File: src/design/tfp_pkg.sv
// Shared types, constants and CRC function for the telemetry frame parser.
package tfp_pkg;

  localparam int unsigned MAX_PAYLOAD = 255;
  localparam int unsigned HDR_BYTES   = 10;
  localparam int unsigned MAX_LEN     = HDR_BYTES + MAX_PAYLOAD;
  localparam logic [7:0]  CRC_POLY    = 8'h07;

  localparam int unsigned ADDR_W = 4;
  localparam int unsigned DATA_W = 32;

  localparam logic [1:0] REG_SYNC    = 2'd0;
  localparam logic [1:0] REG_MASK    = 2'd1;
  localparam logic [1:0] REG_VERSION = 2'd2;

  localparam logic [7:0] SYNC_RST    = 8'd60;
  localparam logic [7:0] MASK_RST    = 8'd248;
  localparam logic [7:0] VERSION_RST = 8'd32;

  localparam logic [1:0] EV_NONE    = 2'd0;
  localparam logic [1:0] EV_PAYLOAD = 2'd1;
  localparam logic [1:0] EV_GOOD    = 2'd2;
  localparam logic [1:0] EV_BAD     = 2'd3;

  typedef struct packed {
    logic [7:0] sync_value;
    logic [7:0] version_mask;
    logic [7:0] protocol_version;
  } tfp_cfg_t;

  typedef struct packed {
    logic [1:0]  event_res;
    logic [7:0]  payload_byte;
    logic [7:0]  payload_index;
    logic [7:0]  message_kind;
    logic [8:0]  frame_length;
    logic [31:0] object_id;
    logic [15:0] instance_id;
  } tfp_result_t;

  function automatic logic [7:0] crc8_update(input logic [7:0] crc, input logic [7:0] b);
    logic [7:0] v;
    v = crc ^ b;
    for (int i = 0; i < 8; i++) begin
      v = v[7] ? ((v << 1) ^ CRC_POLY) : (v << 1);
    end
    return v;
  endfunction

endpackage

File: src/design/tfp_if.sv
// Valid/ready channel interfaces for received bytes and parser results.
interface tfp_byte_if;
  logic       valid;
  logic       ready;
  logic [7:0] byte_in;

  modport source (output valid, output byte_in, input ready);
  modport sink (input valid, input byte_in, output ready);
endinterface

interface tfp_result_if;
  logic        valid;
  logic        ready;
  logic [1:0]  event_res;
  logic [7:0]  payload_byte;
  logic [7:0]  payload_index;
  logic [7:0]  message_kind;
  logic [8:0]  frame_length;
  logic [31:0] object_id;
  logic [15:0] instance_id;

  modport source (output valid, output event_res, output payload_byte, output payload_index,
                  output message_kind, output frame_length, output object_id,
                  output instance_id, input ready);
  modport sink (input valid, input event_res, input payload_byte, input payload_index,
                input message_kind, input frame_length, input object_id,
                input instance_id, output ready);
endinterface

File: src/design/tfp_regs.sv
// APB configuration registers of the telemetry frame parser.
module tfp_regs (
  input  logic                         clk,
  input  logic                         rst,
  input  logic                         psel,
  input  logic                         penable,
  input  logic                         pwrite,
  input  logic [tfp_pkg::ADDR_W-1:0]   paddr,
  input  logic [tfp_pkg::DATA_W-1:0]   pwdata,
  output logic [tfp_pkg::DATA_W-1:0]   prdata,
  output logic                         pready,
  output tfp_pkg::tfp_cfg_t            cfg
);

  logic [1:0] reg_index;
  logic       wr_en;

  assign reg_index = paddr[3:2];
  assign wr_en     = psel && penable && pwrite;
  assign pready    = 1'b1;

  always_ff @(posedge clk) begin
    if (rst) begin
      cfg.sync_value       <= tfp_pkg::SYNC_RST;
      cfg.version_mask     <= tfp_pkg::MASK_RST;
      cfg.protocol_version <= tfp_pkg::VERSION_RST;
    end else if (wr_en) begin
      unique case (reg_index)
        tfp_pkg::REG_SYNC:    cfg.sync_value       <= pwdata[7:0];
        tfp_pkg::REG_MASK:    cfg.version_mask     <= pwdata[7:0];
        tfp_pkg::REG_VERSION: cfg.protocol_version <= pwdata[7:0];
        default: ;
      endcase
    end
  end

  always_comb begin
    prdata = '0;
    unique case (reg_index)
      tfp_pkg::REG_SYNC:    prdata[7:0] = cfg.sync_value;
      tfp_pkg::REG_MASK:    prdata[7:0] = cfg.version_mask;
      tfp_pkg::REG_VERSION: prdata[7:0] = cfg.protocol_version;
      default:              prdata      = '0;
    endcase
  end

endmodule

File: src/design/tfp_parser.sv
// Frame parse state, CRC-8 accumulation and per-byte result logic.
module tfp_parser (
  input  logic                  clk,
  input  logic                  rst,
  input  logic                  advance,
  input  logic [7:0]            byte_in,
  input  tfp_pkg::tfp_cfg_t     cfg,
  output tfp_pkg::tfp_result_t  result
);

  typedef enum logic [2:0] {
    PH_WAIT_SYNC = 3'd0,
    PH_TYPE      = 3'd1,
    PH_LENGTH    = 3'd2,
    PH_OBJECT    = 3'd3,
    PH_INSTANCE  = 3'd4,
    PH_PAYLOAD   = 3'd5,
    PH_CHECK     = 3'd6
  } phase_t;

  localparam logic [8:0]  HDR_LEN  = 9'(tfp_pkg::HDR_BYTES);
  localparam logic [15:0] MIN_WORD = 16'(tfp_pkg::HDR_BYTES);
  localparam logic [15:0] MAX_WORD = 16'(tfp_pkg::MAX_LEN);

  phase_t      phase, phase_next;
  logic [7:0]  crc, crc_next;
  logic [7:0]  count, count_next;
  logic [7:0]  len_low, len_low_next;
  logic [8:0]  len, len_next;
  logic [7:0]  kind, kind_next;
  logic [31:0] obj, obj_next;
  logic [15:0] inst, inst_next;

  logic [7:0]  crc_step;
  logic [15:0] len_word;
  logic [8:0]  pay_len;
  logic [8:0]  count_inc;

  assign crc_step  = tfp_pkg::crc8_update(crc, byte_in);
  assign len_word  = {byte_in, len_low};
  assign pay_len   = len - HDR_LEN;
  assign count_inc = {1'b0, count} + 9'd1;

  always_comb begin
    phase_next   = phase;
    crc_next     = crc;
    count_next   = count;
    len_low_next = len_low;
    len_next     = len;
    kind_next    = kind;
    obj_next     = obj;
    inst_next    = inst;
    result       = '0;
    unique case (phase)
      PH_TYPE: begin
        crc_next = crc_step;
        if ((byte_in & cfg.version_mask) == cfg.protocol_version) begin
          kind_next  = byte_in;
          count_next = '0;
          phase_next = PH_LENGTH;
        end else begin
          phase_next = PH_WAIT_SYNC;
        end
      end
      PH_LENGTH: begin
        crc_next = crc_step;
        if (count == 8'd0) begin
          len_low_next = byte_in;
          count_next   = 8'd1;
        end else begin
          count_next = '0;
          len_next   = len_word[8:0];
          if (len_word < MIN_WORD || len_word > MAX_WORD) begin
            phase_next = PH_WAIT_SYNC;
          end else begin
            phase_next = PH_OBJECT;
          end
        end
      end
      PH_OBJECT: begin
        crc_next = crc_step;
        if (count == 8'd0) begin
          obj_next = {24'd0, byte_in};
        end else begin
          unique case (count[1:0])
            2'd1:    obj_next[15:8]  = byte_in;
            2'd2:    obj_next[23:16] = byte_in;
            2'd3:    obj_next[31:24] = byte_in;
            default: obj_next[7:0]   = byte_in;
          endcase
        end
        if (count_inc >= 9'd4) begin
          count_next = '0;
          phase_next = PH_INSTANCE;
        end else begin
          count_next = count_inc[7:0];
        end
      end
      PH_INSTANCE: begin
        crc_next = crc_step;
        if (count == 8'd0) begin
          inst_next  = {8'd0, byte_in};
          count_next = 8'd1;
        end else begin
          inst_next[15:8] = byte_in;
          count_next      = '0;
          phase_next      = (len == HDR_LEN) ? PH_CHECK : PH_PAYLOAD;
        end
      end
      PH_PAYLOAD: begin
        crc_next             = crc_step;
        result.event_res     = tfp_pkg::EV_PAYLOAD;
        result.payload_byte  = byte_in;
        result.payload_index = count;
        result.message_kind  = kind;
        result.frame_length  = len;
        result.object_id     = obj;
        result.instance_id   = inst;
        if (count_inc >= pay_len) begin
          count_next = '0;
          phase_next = PH_CHECK;
        end else begin
          count_next = count_inc[7:0];
        end
      end
      PH_CHECK: begin
        result.event_res    = (byte_in == crc) ? tfp_pkg::EV_GOOD : tfp_pkg::EV_BAD;
        result.message_kind = kind;
        result.frame_length = len;
        result.object_id    = obj;
        result.instance_id  = inst;
        phase_next          = PH_WAIT_SYNC;
      end
      default: begin
        phase_next = PH_WAIT_SYNC;
        if (byte_in == cfg.sync_value) begin
          crc_next   = tfp_pkg::crc8_update(8'd0, byte_in);
          phase_next = PH_TYPE;
        end
      end
    endcase
  end

  always_ff @(posedge clk) begin
    if (rst) begin
      phase   <= PH_WAIT_SYNC;
      crc     <= '0;
      count   <= '0;
      len_low <= '0;
      len     <= '0;
      kind    <= '0;
      obj     <= '0;
      inst    <= '0;
    end else if (advance) begin
      phase   <= phase_next;
      crc     <= crc_next;
      count   <= count_next;
      len_low <= len_low_next;
      len     <= len_next;
      kind    <= kind_next;
      obj     <= obj_next;
      inst    <= inst_next;
    end
  end

endmodule

File: src/design/telemetry_frame_parser_crc8_top.sv
// Top level of the telemetry frame parser with CRC-8 check.
//
// Channel rx carries one received link byte per request; channel result
// returns exactly one result per byte, in order: nothing, a payload byte
// with its index, or a good or bad frame event with the frame's fields.
// Fields with no meaning for an event read as zero.
// Configuration (sync value, version mask, protocol version) is written
// over the APB port at byte addresses 0, 4 and 8; the user must write it
// only while the block is idle, which the block itself does not enforce.
// A byte is held in an input register, then parsed in one pass into the
// result register; one byte is accepted every cycle while results are taken.
// When the receiver stalls, the result register holds and the input
// register fills; rx.ready then drops until the result is taken.
// Reset empties both registers, returns the parser to the sync hunt and
// restores the register defaults.
module telemetry_frame_parser_crc8_top (
  input  logic                        clk,
  input  logic                        rst,
  tfp_byte_if.sink                    rx,
  tfp_result_if.source                result,
  input  logic                        psel,
  input  logic                        penable,
  input  logic                        pwrite,
  input  logic [tfp_pkg::ADDR_W-1:0]  paddr,
  input  logic [tfp_pkg::DATA_W-1:0]  pwdata,
  output logic [tfp_pkg::DATA_W-1:0]  prdata,
  output logic                        pready
);

  tfp_pkg::tfp_cfg_t    cfg;
  tfp_pkg::tfp_result_t parsed;
  tfp_pkg::tfp_result_t res_reg;

  logic       in_valid;
  logic [7:0] in_byte;
  logic       out_valid;
  logic       advance;

  assign advance  = in_valid && (!out_valid || result.ready);
  assign rx.ready = !in_valid || advance;

  tfp_regs u_regs (
    .clk     (clk),
    .rst     (rst),
    .psel    (psel),
    .penable (penable),
    .pwrite  (pwrite),
    .paddr   (paddr),
    .pwdata  (pwdata),
    .prdata  (prdata),
    .pready  (pready),
    .cfg     (cfg)
  );

  tfp_parser u_parser (
    .clk     (clk),
    .rst     (rst),
    .advance (advance),
    .byte_in (in_byte),
    .cfg     (cfg),
    .result  (parsed)
  );

  always_ff @(posedge clk) begin
    if (rst) begin
      in_valid <= 1'b0;
    end else if (rx.valid && rx.ready) begin
      in_valid <= 1'b1;
    end else if (advance) begin
      in_valid <= 1'b0;
    end
  end

  always_ff @(posedge clk) begin
    if (rx.valid && rx.ready) begin
      in_byte <= rx.byte_in;
    end
  end

  always_ff @(posedge clk) begin
    if (rst) begin
      out_valid <= 1'b0;
    end else if (advance) begin
      out_valid <= 1'b1;
    end else if (result.ready) begin
      out_valid <= 1'b0;
    end
  end

  always_ff @(posedge clk) begin
    if (advance) begin
      res_reg <= parsed;
    end
  end

  assign result.valid         = out_valid;
  assign result.event_res     = res_reg.event_res;
  assign result.payload_byte  = res_reg.payload_byte;
  assign result.payload_index = res_reg.payload_index;
  assign result.message_kind  = res_reg.message_kind;
  assign result.frame_length  = res_reg.frame_length;
  assign result.object_id     = res_reg.object_id;
  assign result.instance_id   = res_reg.instance_id;

endmodule

File: src/flat_wrapper.sv
// flat-port wrapper written by rule: the top's interface ports become plain ports
module telemetry_frame_parser_crc8_top_flat 
  (clk, rst, psel, penable, pwrite, paddr, pwdata, prdata, pready, rx_valid, rx_byte_in, rx_ready, result_valid, result_event_res, result_payload_byte, result_payload_index, result_message_kind, result_frame_length, result_object_id, result_instance_id, result_ready);
  tfp_byte_if rx_i ();
  tfp_result_if result_i ();
  input  logic clk;
  input  logic rst;
  input  logic psel;
  input  logic penable;
  input  logic pwrite;
  input  logic [tfp_pkg::ADDR_W-1:0] paddr;
  input  logic [tfp_pkg::DATA_W-1:0] pwdata;
  output logic [tfp_pkg::DATA_W-1:0] prdata;
  output logic pready;
  input wire logic [$bits(rx_i.valid)-1:0] rx_valid;
  input wire logic [$bits(rx_i.byte_in)-1:0] rx_byte_in;
  output wire logic [$bits(rx_i.ready)-1:0] rx_ready;
  output wire logic [$bits(result_i.valid)-1:0] result_valid;
  output wire logic [$bits(result_i.event_res)-1:0] result_event_res;
  output wire logic [$bits(result_i.payload_byte)-1:0] result_payload_byte;
  output wire logic [$bits(result_i.payload_index)-1:0] result_payload_index;
  output wire logic [$bits(result_i.message_kind)-1:0] result_message_kind;
  output wire logic [$bits(result_i.frame_length)-1:0] result_frame_length;
  output wire logic [$bits(result_i.object_id)-1:0] result_object_id;
  output wire logic [$bits(result_i.instance_id)-1:0] result_instance_id;
  input wire logic [$bits(result_i.ready)-1:0] result_ready;
  assign rx_i.valid = rx_valid;
  assign rx_i.byte_in = rx_byte_in;
  assign rx_ready = rx_i.ready;
  assign result_valid = result_i.valid;
  assign result_event_res = result_i.event_res;
  assign result_payload_byte = result_i.payload_byte;
  assign result_payload_index = result_i.payload_index;
  assign result_message_kind = result_i.message_kind;
  assign result_frame_length = result_i.frame_length;
  assign result_object_id = result_i.object_id;
  assign result_instance_id = result_i.instance_id;
  assign result_i.ready = result_ready;
  telemetry_frame_parser_crc8_top u_core (.clk(clk), .rst(rst), .rx(rx_i), .result(result_i), .psel(psel), .penable(penable), .pwrite(pwrite), .paddr(paddr), .pwdata(pwdata), .prdata(prdata), .pready(pready));
endmodule
File: config.mk
export PLATFORM = sky130hd
export DESIGN_NAME = telemetry_frame_parser_crc8_top_flat
export DESIGN_NICKNAME = d
export VERILOG_FILES = /design/src/design/tfp_pkg.sv /design/src/design/tfp_if.sv /design/src/design/tfp_regs.sv /design/src/design/tfp_parser.sv /design/src/design/telemetry_frame_parser_crc8_top.sv /design/src/flat_wrapper.sv
export SDC_FILE = /design/constraint.sdc
export NUM_CORES = 1
export LEC_CHECK = 0
export BUFFER_PORTS_ARGS = -buffer_cell sky130_fd_sc_hd__buf_2
export CORE_ASPECT_RATIO = 0.9
export CORE_MARGIN = 1
export CORE_UTILIZATION = 45
export CTS_BUF_LIST = sky130_fd_sc_hd__clkbuf_4
export DETAILED_ROUTE_END_ITERATION = 6
export GPL_TIMING_DRIVEN = 0
export HOLD_SLACK_MARGIN = 0.03
export PLACE_DENSITY = 0.66
export SYNTH_ARGS = -nofsm -noshare
export SYNTH_HDL_FRONTEND = slang
export SYNTH_HIERARCHICAL = 1
export SYNTH_SLANG_ARGS = --single-unit
File: constraint.sdc
create_clock -name clk -period 3.5 [get_ports clk]
set_input_delay 0.35 -clock clk [delete_from_list [all_inputs] [get_ports clk]]
set_output_delay 0.35 -clock clk [all_outputs]
set_load 0.01 [all_outputs]
==> results of run 1 <==
layer usage:
layer	wire length, um	part of all wire [%]	vias to the layer above
li1	-	-	3671
met1	10300	45	3442
met2	10500	46	277
met3	1460	6.4	38
met4	447	2.0	0
met5	0	0	-
power by group:
group / total (mW) / internal [mW] / switching, mW / leakage [nW]
Clock: 2.16 / 1.16 / 0.999 / 0.426
Combinational: 0.485 / 0.195 / 0.290 / 2.43
Sequential: 2.63 / 2.60 / 0.0325 / 1.83
logic make-up (layout without fill, tap and decap cells):
| kind of cell | after synthesis | count (layout) | share of synthesized area [%] |
|---|---|---|---|
| AO/OA/AOI/OAI | 135 | 135 | 9.24 |
| XOR/XNOR | 54 | 54 | 4.99 |
| adder cells (fa/ha/maj) | 22 | 22 | 2.86 |
| buffers and inverters | 105 | 343 | 5.27 |
| flip-flops | 209 | 209 | 52.9 |
| multiplexers | 62 | 62 | 6.44 |
| other | 2 | 26 | 0.0779 |
| AND/OR/NAND/NOR | 339 | 339 | 18.3 |
critical path, delay by kind of cell, from the launching register on:
family                   cells  cell delay (ns)
AO/OA/AOI/OAI                4             1.06
adder cells (fa/ha/maj)      2             0.78
flip-flops                   1             0.51
AND/OR/NAND/NOR              5             0.76
flip-flops by register name, indices dropped and copies added, names as in the netlist:
name	flops
u_core/result.frame_length	9
u_core/in_byte	8
u_core/result.object_id	32
u_core/u_parser/count	8
u_core/u_parser/crc	8
u_core/u_regs/cfg	24
u_core/u_parser/len_low	8
u_core/u_parser/len	9
u_core/result.instance_id	16
u_core/result.payload_index	8
u_core/result.event_res	2
u_core/u_parser/obj	32
u_core/u_parser/kind	8
u_core/result.message_kind	8
u_core/u_parser/inst	16
u_core/in_valid	1
u_core/result.valid	1
u_core/result.payload_byte	8
u_core/u_parser/phase	3
worst paths after layout:
path	slack [ns]	endpoint	depth (start not counted)	start
max reg2reg	0.27	u_core/u_parser/count[2]	11	u_core/u_parser/count[0]
min	0.14	u_core/in_byte[0]	2	rx_valid
max	0.27	u_core/u_parser/count[2]	11	u_core/u_parser/count[0]
min reg2reg	0.45	u_core/u_parser/inst[0]	2	u_core/u_parser/inst[0]
final cells by class:
| type | instances | area [sq um] |
|---|---|---|
| Multi-Input combinational cell | 637 | 4120 |
| Clock inverter | 26 | 163 |
| Tap cell | 286 | 358 |
| Sequential cell | 209 | 5090 |
| Antenna cell | 1 | 2.50 |
| Timing Repair Buffer | 137 | 803 |
| Inverter | 20 | 75.1 |
| Fill cell | 1983 | 9280 |
| Clock buffer | 76 | 571 |
| Buffer | 84 | 429 |
repair_timing:
action | 4_1_cts | 5_1_grt
setup endpoints to repair | 0 | 8
endpoints found under the hold margin | 32 | 0
hold buffers | 19 | 0
gates resized for setup | 0 | 0
metrics by stage:
| step | hold WS, ns | instances |
|---|---|---|
| after CTS | 0.101 | 1476 |
| after detailed placement | 0.443 | 1355 |
| after global placement | 0.435 | 1354 |
| after floorplan | 0.412 | 951 |
| final | 0.137 | 1476 |
| after global routing | 0.115 | 1476 |
placed cells by master (no fill, tap or decap), drive strengths merged, types with 4 or more instances in the layout:
master       netlist  routed
clkbuf            39     114
edfxtp            91      91
xnor2             46      46
a22oi             25      25
o21ai             23      23
nand4             10      10
nor2             102     102
xor2               8       8
and3              10      10
nor4              16      16
a211oi            12      12
nor3b              4       4
and2              76      76
buf               46     164
nand2             56      56
conb               2      25
a21oi             40      40
o31ai              4       4
dlygate4sd3        0      19
ha                22      22
or3                4       4
mux2i             62      62
clkinv             1      24
a21o               5       5
nor3               9       9
nand2b            24      24
inv               19      20
dfxtp            118     118
nand3             17      17
==> impl_metrics.yaml, run 1 <==
run_status:
  outcome: "finished clean"
clock_tree:
  cts.sinks: 209
  worstSkewPairLatency_ns: 0.69
  cts_inserted_buffers: 55
  path_clk_slew_ns: 0.06
  clk_path_buf_depth: 3
  root_buffer: "clkbuf_4"
  postCtsSetupRepairBufs: 0
  cts_tree: "yes"
  htreeDepth: 2
routing:
  routedWlPerCell_um: 15.3
  drt_wl_total_um: 22600
  via_count: 7428
  viasPerCell: 5.03
  drc: 0
  ant_nets: 0
  drt_iter0_drc: 438
  dr.pass1.iters: 5
grt:
  met1_usage_pct: 28.2
  top_usage_layer: "met2"
  grt_max_degree: 51
  use_met3_pct: 4.43
  grt_pass1_wl_um: 36400
  grt_pass1_vias: 7098
  gr-usage-all-layers_pct: 21.1
  antenna_found_initial: 1
  use_met2_pct: 33.3
  gr-total-overflow: 0
power_and_ir_drop:
  leakage_nw: 4.69
  pwr_density_cell_nw_per_um2: 454
  vdd_ir_drop_max_uv: 248
  total_power_mw: 5.28
die:
  start_util_pct: 46.1
  core.rowCount: 50
  die_y_um: 141
  ios: 169
  die_area_sq_um: 22000
  core_area_sq_um: 20900
  die_w_um: 156
logic_synthesis:
  yosysMostFrequentCell: "dfxtp_1"
  yosys_warnings: 6
  netlist_instances: 928
  synth_edf_count: 91
  synthTopCellsByArea: "edfxtp_1, dfxtp_1, mux2i_1"
  yosysSeqAreaShare_pct: 52.9
  synth_cell_type_count: 64
  yosysTopAreaCell: "edfxtp_1"
  syn_area_per_cell_sq_um: 10.4
  ys_seq_elements: 209
  yosys-top-cells-count: "dfxtp_1, nor2_1, edfxtp_1"
  async_flop_share_pct: 0
  syn_area_sq_um: 9640
  netlist.area_leader.share_pct: 28.4
  synth_ff_type: "dfxtp_1"
sta:
  grt_setup_unrepaired: "false"
  tightest_slew_ns: 1.21
  max_freq_ghz: 0.310
  setup-tns-final_ns: 0
  timing.final.ws_setup_ns: 0.272
  setup_viol: 0
  maxSlewHeadroom_pct: 18.5
  fin_crit_sh_pct: 92.2
  hold_viol: 0
  fin_skew_ns: 0.0508
  drv_slew: 0
  min_period_ns: 3.23
placed_design:
  place_ws_ns: 0.229
  dp_hpwl_um: 15500
  port_buffers: 117
  place_congestion: 0.884
  place_area_sq_um: 10700
setup_path:
  cp-end-kind: "flop"
  cpMaxStageDelayCell: "dfxtp_1"
  crit_path_max_incr_delay_ns: 0.51
  critical_path_class: "flop to flop"
  worstPathMaxFanout: 10
  cp_data_arrival_time_ns: 3.78
  startpoint_type: "flop"
  cp_cell_sequence: "ha_1 -> nand2_1 -> o21ai_0 -> nand2_1 -> ha_1 -> nand4_1 -> nor2_1 -> a21oi_1 -> a22oi_2 -> nor2_1 -> a22o_1"
  cp.required_ns: 4.05
finish:
  design_area_sq_um: 11600
  area_growth_syn_to_layout_pct: 20.5
  utilization_pct: 55.6
  fin_nets: 1217
  layout-drive-gt1-share_pct: 21.1
min_path:
  hp-class: "input pin to flop"
job:
  maxCapViolations: 0
Power figures use the tool's default switching activity.
==> run 2, diff against run 1 <==
==> constraint.sdc (replaced) <==
create_clock -name clk -period 3.5 [get_ports clk]
set_input_delay 0.175 -clock clk [delete_from_list [all_inputs] [get_ports clk]]
set_output_delay 0.175 -clock clk [all_outputs]
set_load 0.01 [all_outputs]
==> impl_metrics.yaml, run 2 (same netlist as run 1, synthesis figures left out) <==
routing:
  dr.pass1.iters: 5
  routedWlPerCell_um: 15.4
  drt_wl_total_um: 23000
  via_count: 7524
  ant_nets: 0
  viasPerCell: 5.06
  drt_iter0_drc: 377
  drc: 0
power_and_ir_drop:
  pwr_density_cell_nw_per_um2: 450
  p_switching_mw: 1.32
  power_frac_seq_pct: 49.7
  vdd_ir_drop_max_uv: 248
  netSwitchingFraction_pct: 25.1
  total_power_mw: 5.28
  internal_power_mw: 3.96
  leakage_nw: 4.73
  clkPwrFrac_pct: 41.0
  comb_power_share_pct: 9.3
setup_path:
  cp-startpoint: "u_core/u_parser/count[0]"
  cp-end-kind: "flop"
  cpMaxStageDelayCell: "dfxtp_1"
  cp_cell_sequence: "ha_1 -> nand2_1 -> o21ai_0 -> nand2_1 -> ha_1 -> nand4_1 -> nor2_1 -> a21oi_1 -> a22oi_2 -> nor2_1 -> a22o_1"
  startpoint_type: "flop"
  crit_path_max_incr_delay_ns: 0.51
  r2r_start: "u_core/u_parser/count[0]"
  cp.required_ns: 4.05
  critical_path_class: "flop to flop"
  cp_data_arrival_time_ns: 3.78
  worstPathMaxFanout: 10
clock_tree:
  post_cts_resized: 0
  htreeDepth: 2
  cts.sinks: 209
  cts_tree: "yes"
  worstSkewPairLatency_ns: 0.69
  path_clk_slew_ns: 0.07
  clk_path_buf_depth: 3
  postCtsSetupRepairBufs: 0
  cts_inserted_buffers: 55
  root_buffer: "clkbuf_4"
grt:
  gr-usage-all-layers_pct: 21.4
  grt_pass1_vias: 7228
  grt_max_degree: 51
  antenna_found_initial: 1
  grt_pass1_wl_um: 36900
  gr-total-overflow: 0
placed_design:
  place_congestion: 0.884
  port_buffers: 117
  place_ws_ns: 0.229
  dp_hpwl_um: 15500
sta:
  tightest_slew_ns: 1.21
  fin_skew_ns: 0.0535
  hold_ws_ns: 0.0746
  drv_slew: 0
  grt_setup_unrepaired: "false"
  timing.final.ws_setup_ns: 0.267
  max_freq_ghz: 0.309
  min_period_ns: 3.23
  setup_viol: 0
  hold_viol: 0
  maxSlewHeadroom_pct: 18.7
  fin_crit_sh_pct: 92.4
  setup-tns-final_ns: 0
die:
  core.rowCount: 50
  die_w_um: 156
  die_area_sq_um: 22000
  die_y_um: 141
  start_util_pct: 46.1
  core_area_sq_um: 20900
  ios: 169
finish:
  final_cell_mix: "buf_2, dfxtp_1, nor2_1"
  fill_cells: 1985
  final_common_cell: "buf_2"
  area_growth_syn_to_layout_pct: 21.7
  fin_nets: 1228
  layout-drive-gt1-share_pct: 20.9
run_status:
  outcome: "finished clean"
job:
  maxCapViolations: 0
min_path:
  hp-class: "input pin to flop"
  hp-start: "paddr[3]"
run 2: changes by cell type in the layout (fill, tap and decap cells not counted), sizes merged:
| cell | change |
|---|---|
| dlygate4sd3 | +11 |
run 2: final timing paths:
check / to / slack [ns] / cells past startpoint
max: u_core/u_parser/count[2] / 0.27 / 11
max reg2reg: u_core/u_parser/count[2] / 0.27 / 11
min reg2reg: u_core/u_parser/inst[4] / 0.45 / 2
min: u_core/u_regs/cfg[14] / 0.07 / 4
run 2: through the flow:
| stage | std cells | util (%) | cell area (sq um) |
|---|---|---|---|
| 2_1_floorplan | 951 | - | 9720 |
| 3_3_place_gp | 1354 | 51.1 | 10700 |
| 3_5_place_dp | 1355 | 51.2 | 10700 |
| 4_1_cts | 1487 | 56.1 | 11700 |
| 5_1_grt | 1487 | 56.1 | 11700 |
| 6_report | 1487 | 56.1 | 11700 |
run 2: critical path: cells and delay by family, from the launching register on:
family	cells	cell delay, ns
compound gates	4	1.07
fa+ha+maj	2	0.80
flops	1	0.51
simple gates	5	0.75
run 2: routing by layer:
| metal | vias up | wire length [um] | track usage [%] |
|---|---|---|---|
| li1 | 3703 | - | - |
| met1 | 3509 | 10400 | 28.3 |
| met2 | 276 | 10700 | 34.2 |
| met3 | 36 | 1380 | 4.49 |
| met4 | 0 | 482 | 8.15 |
| met5 | - | 0 | 0 |
run 2: area by class of cell:
type	instances	area [sq um]	share of cell area, %
clock inverters	26	163	1.39
well taps	286	358	3.05
flip-flops and latches	209	5090	43.4
clock buffers	76	571	4.86
inverters	20	75.1	0.640
diodes	1	2.50	0.0213
plain buffers	84	429	3.66
repair buffers	148	913	7.79
multi-input cells	637	4120	35.2
run 2: timing repair:
item	in CTS	in global routing
hold buffers	30	0
setup endpoints to repair	0	8
endpoints found under the hold margin	42	0
run 2: power groups by stage:
stage          logic (mW)  registers (mW)  clock network (mW)
3_5_place_dp        0.465            2.68                   0
5_1_grt             0.536            2.63                2.38
2_1_floorplan       0.301            2.70                   0
3_3_place_gp        0.455            2.68                   0
6_report            0.492            2.63                2.16
4_1_cts             0.488            2.63                2.23
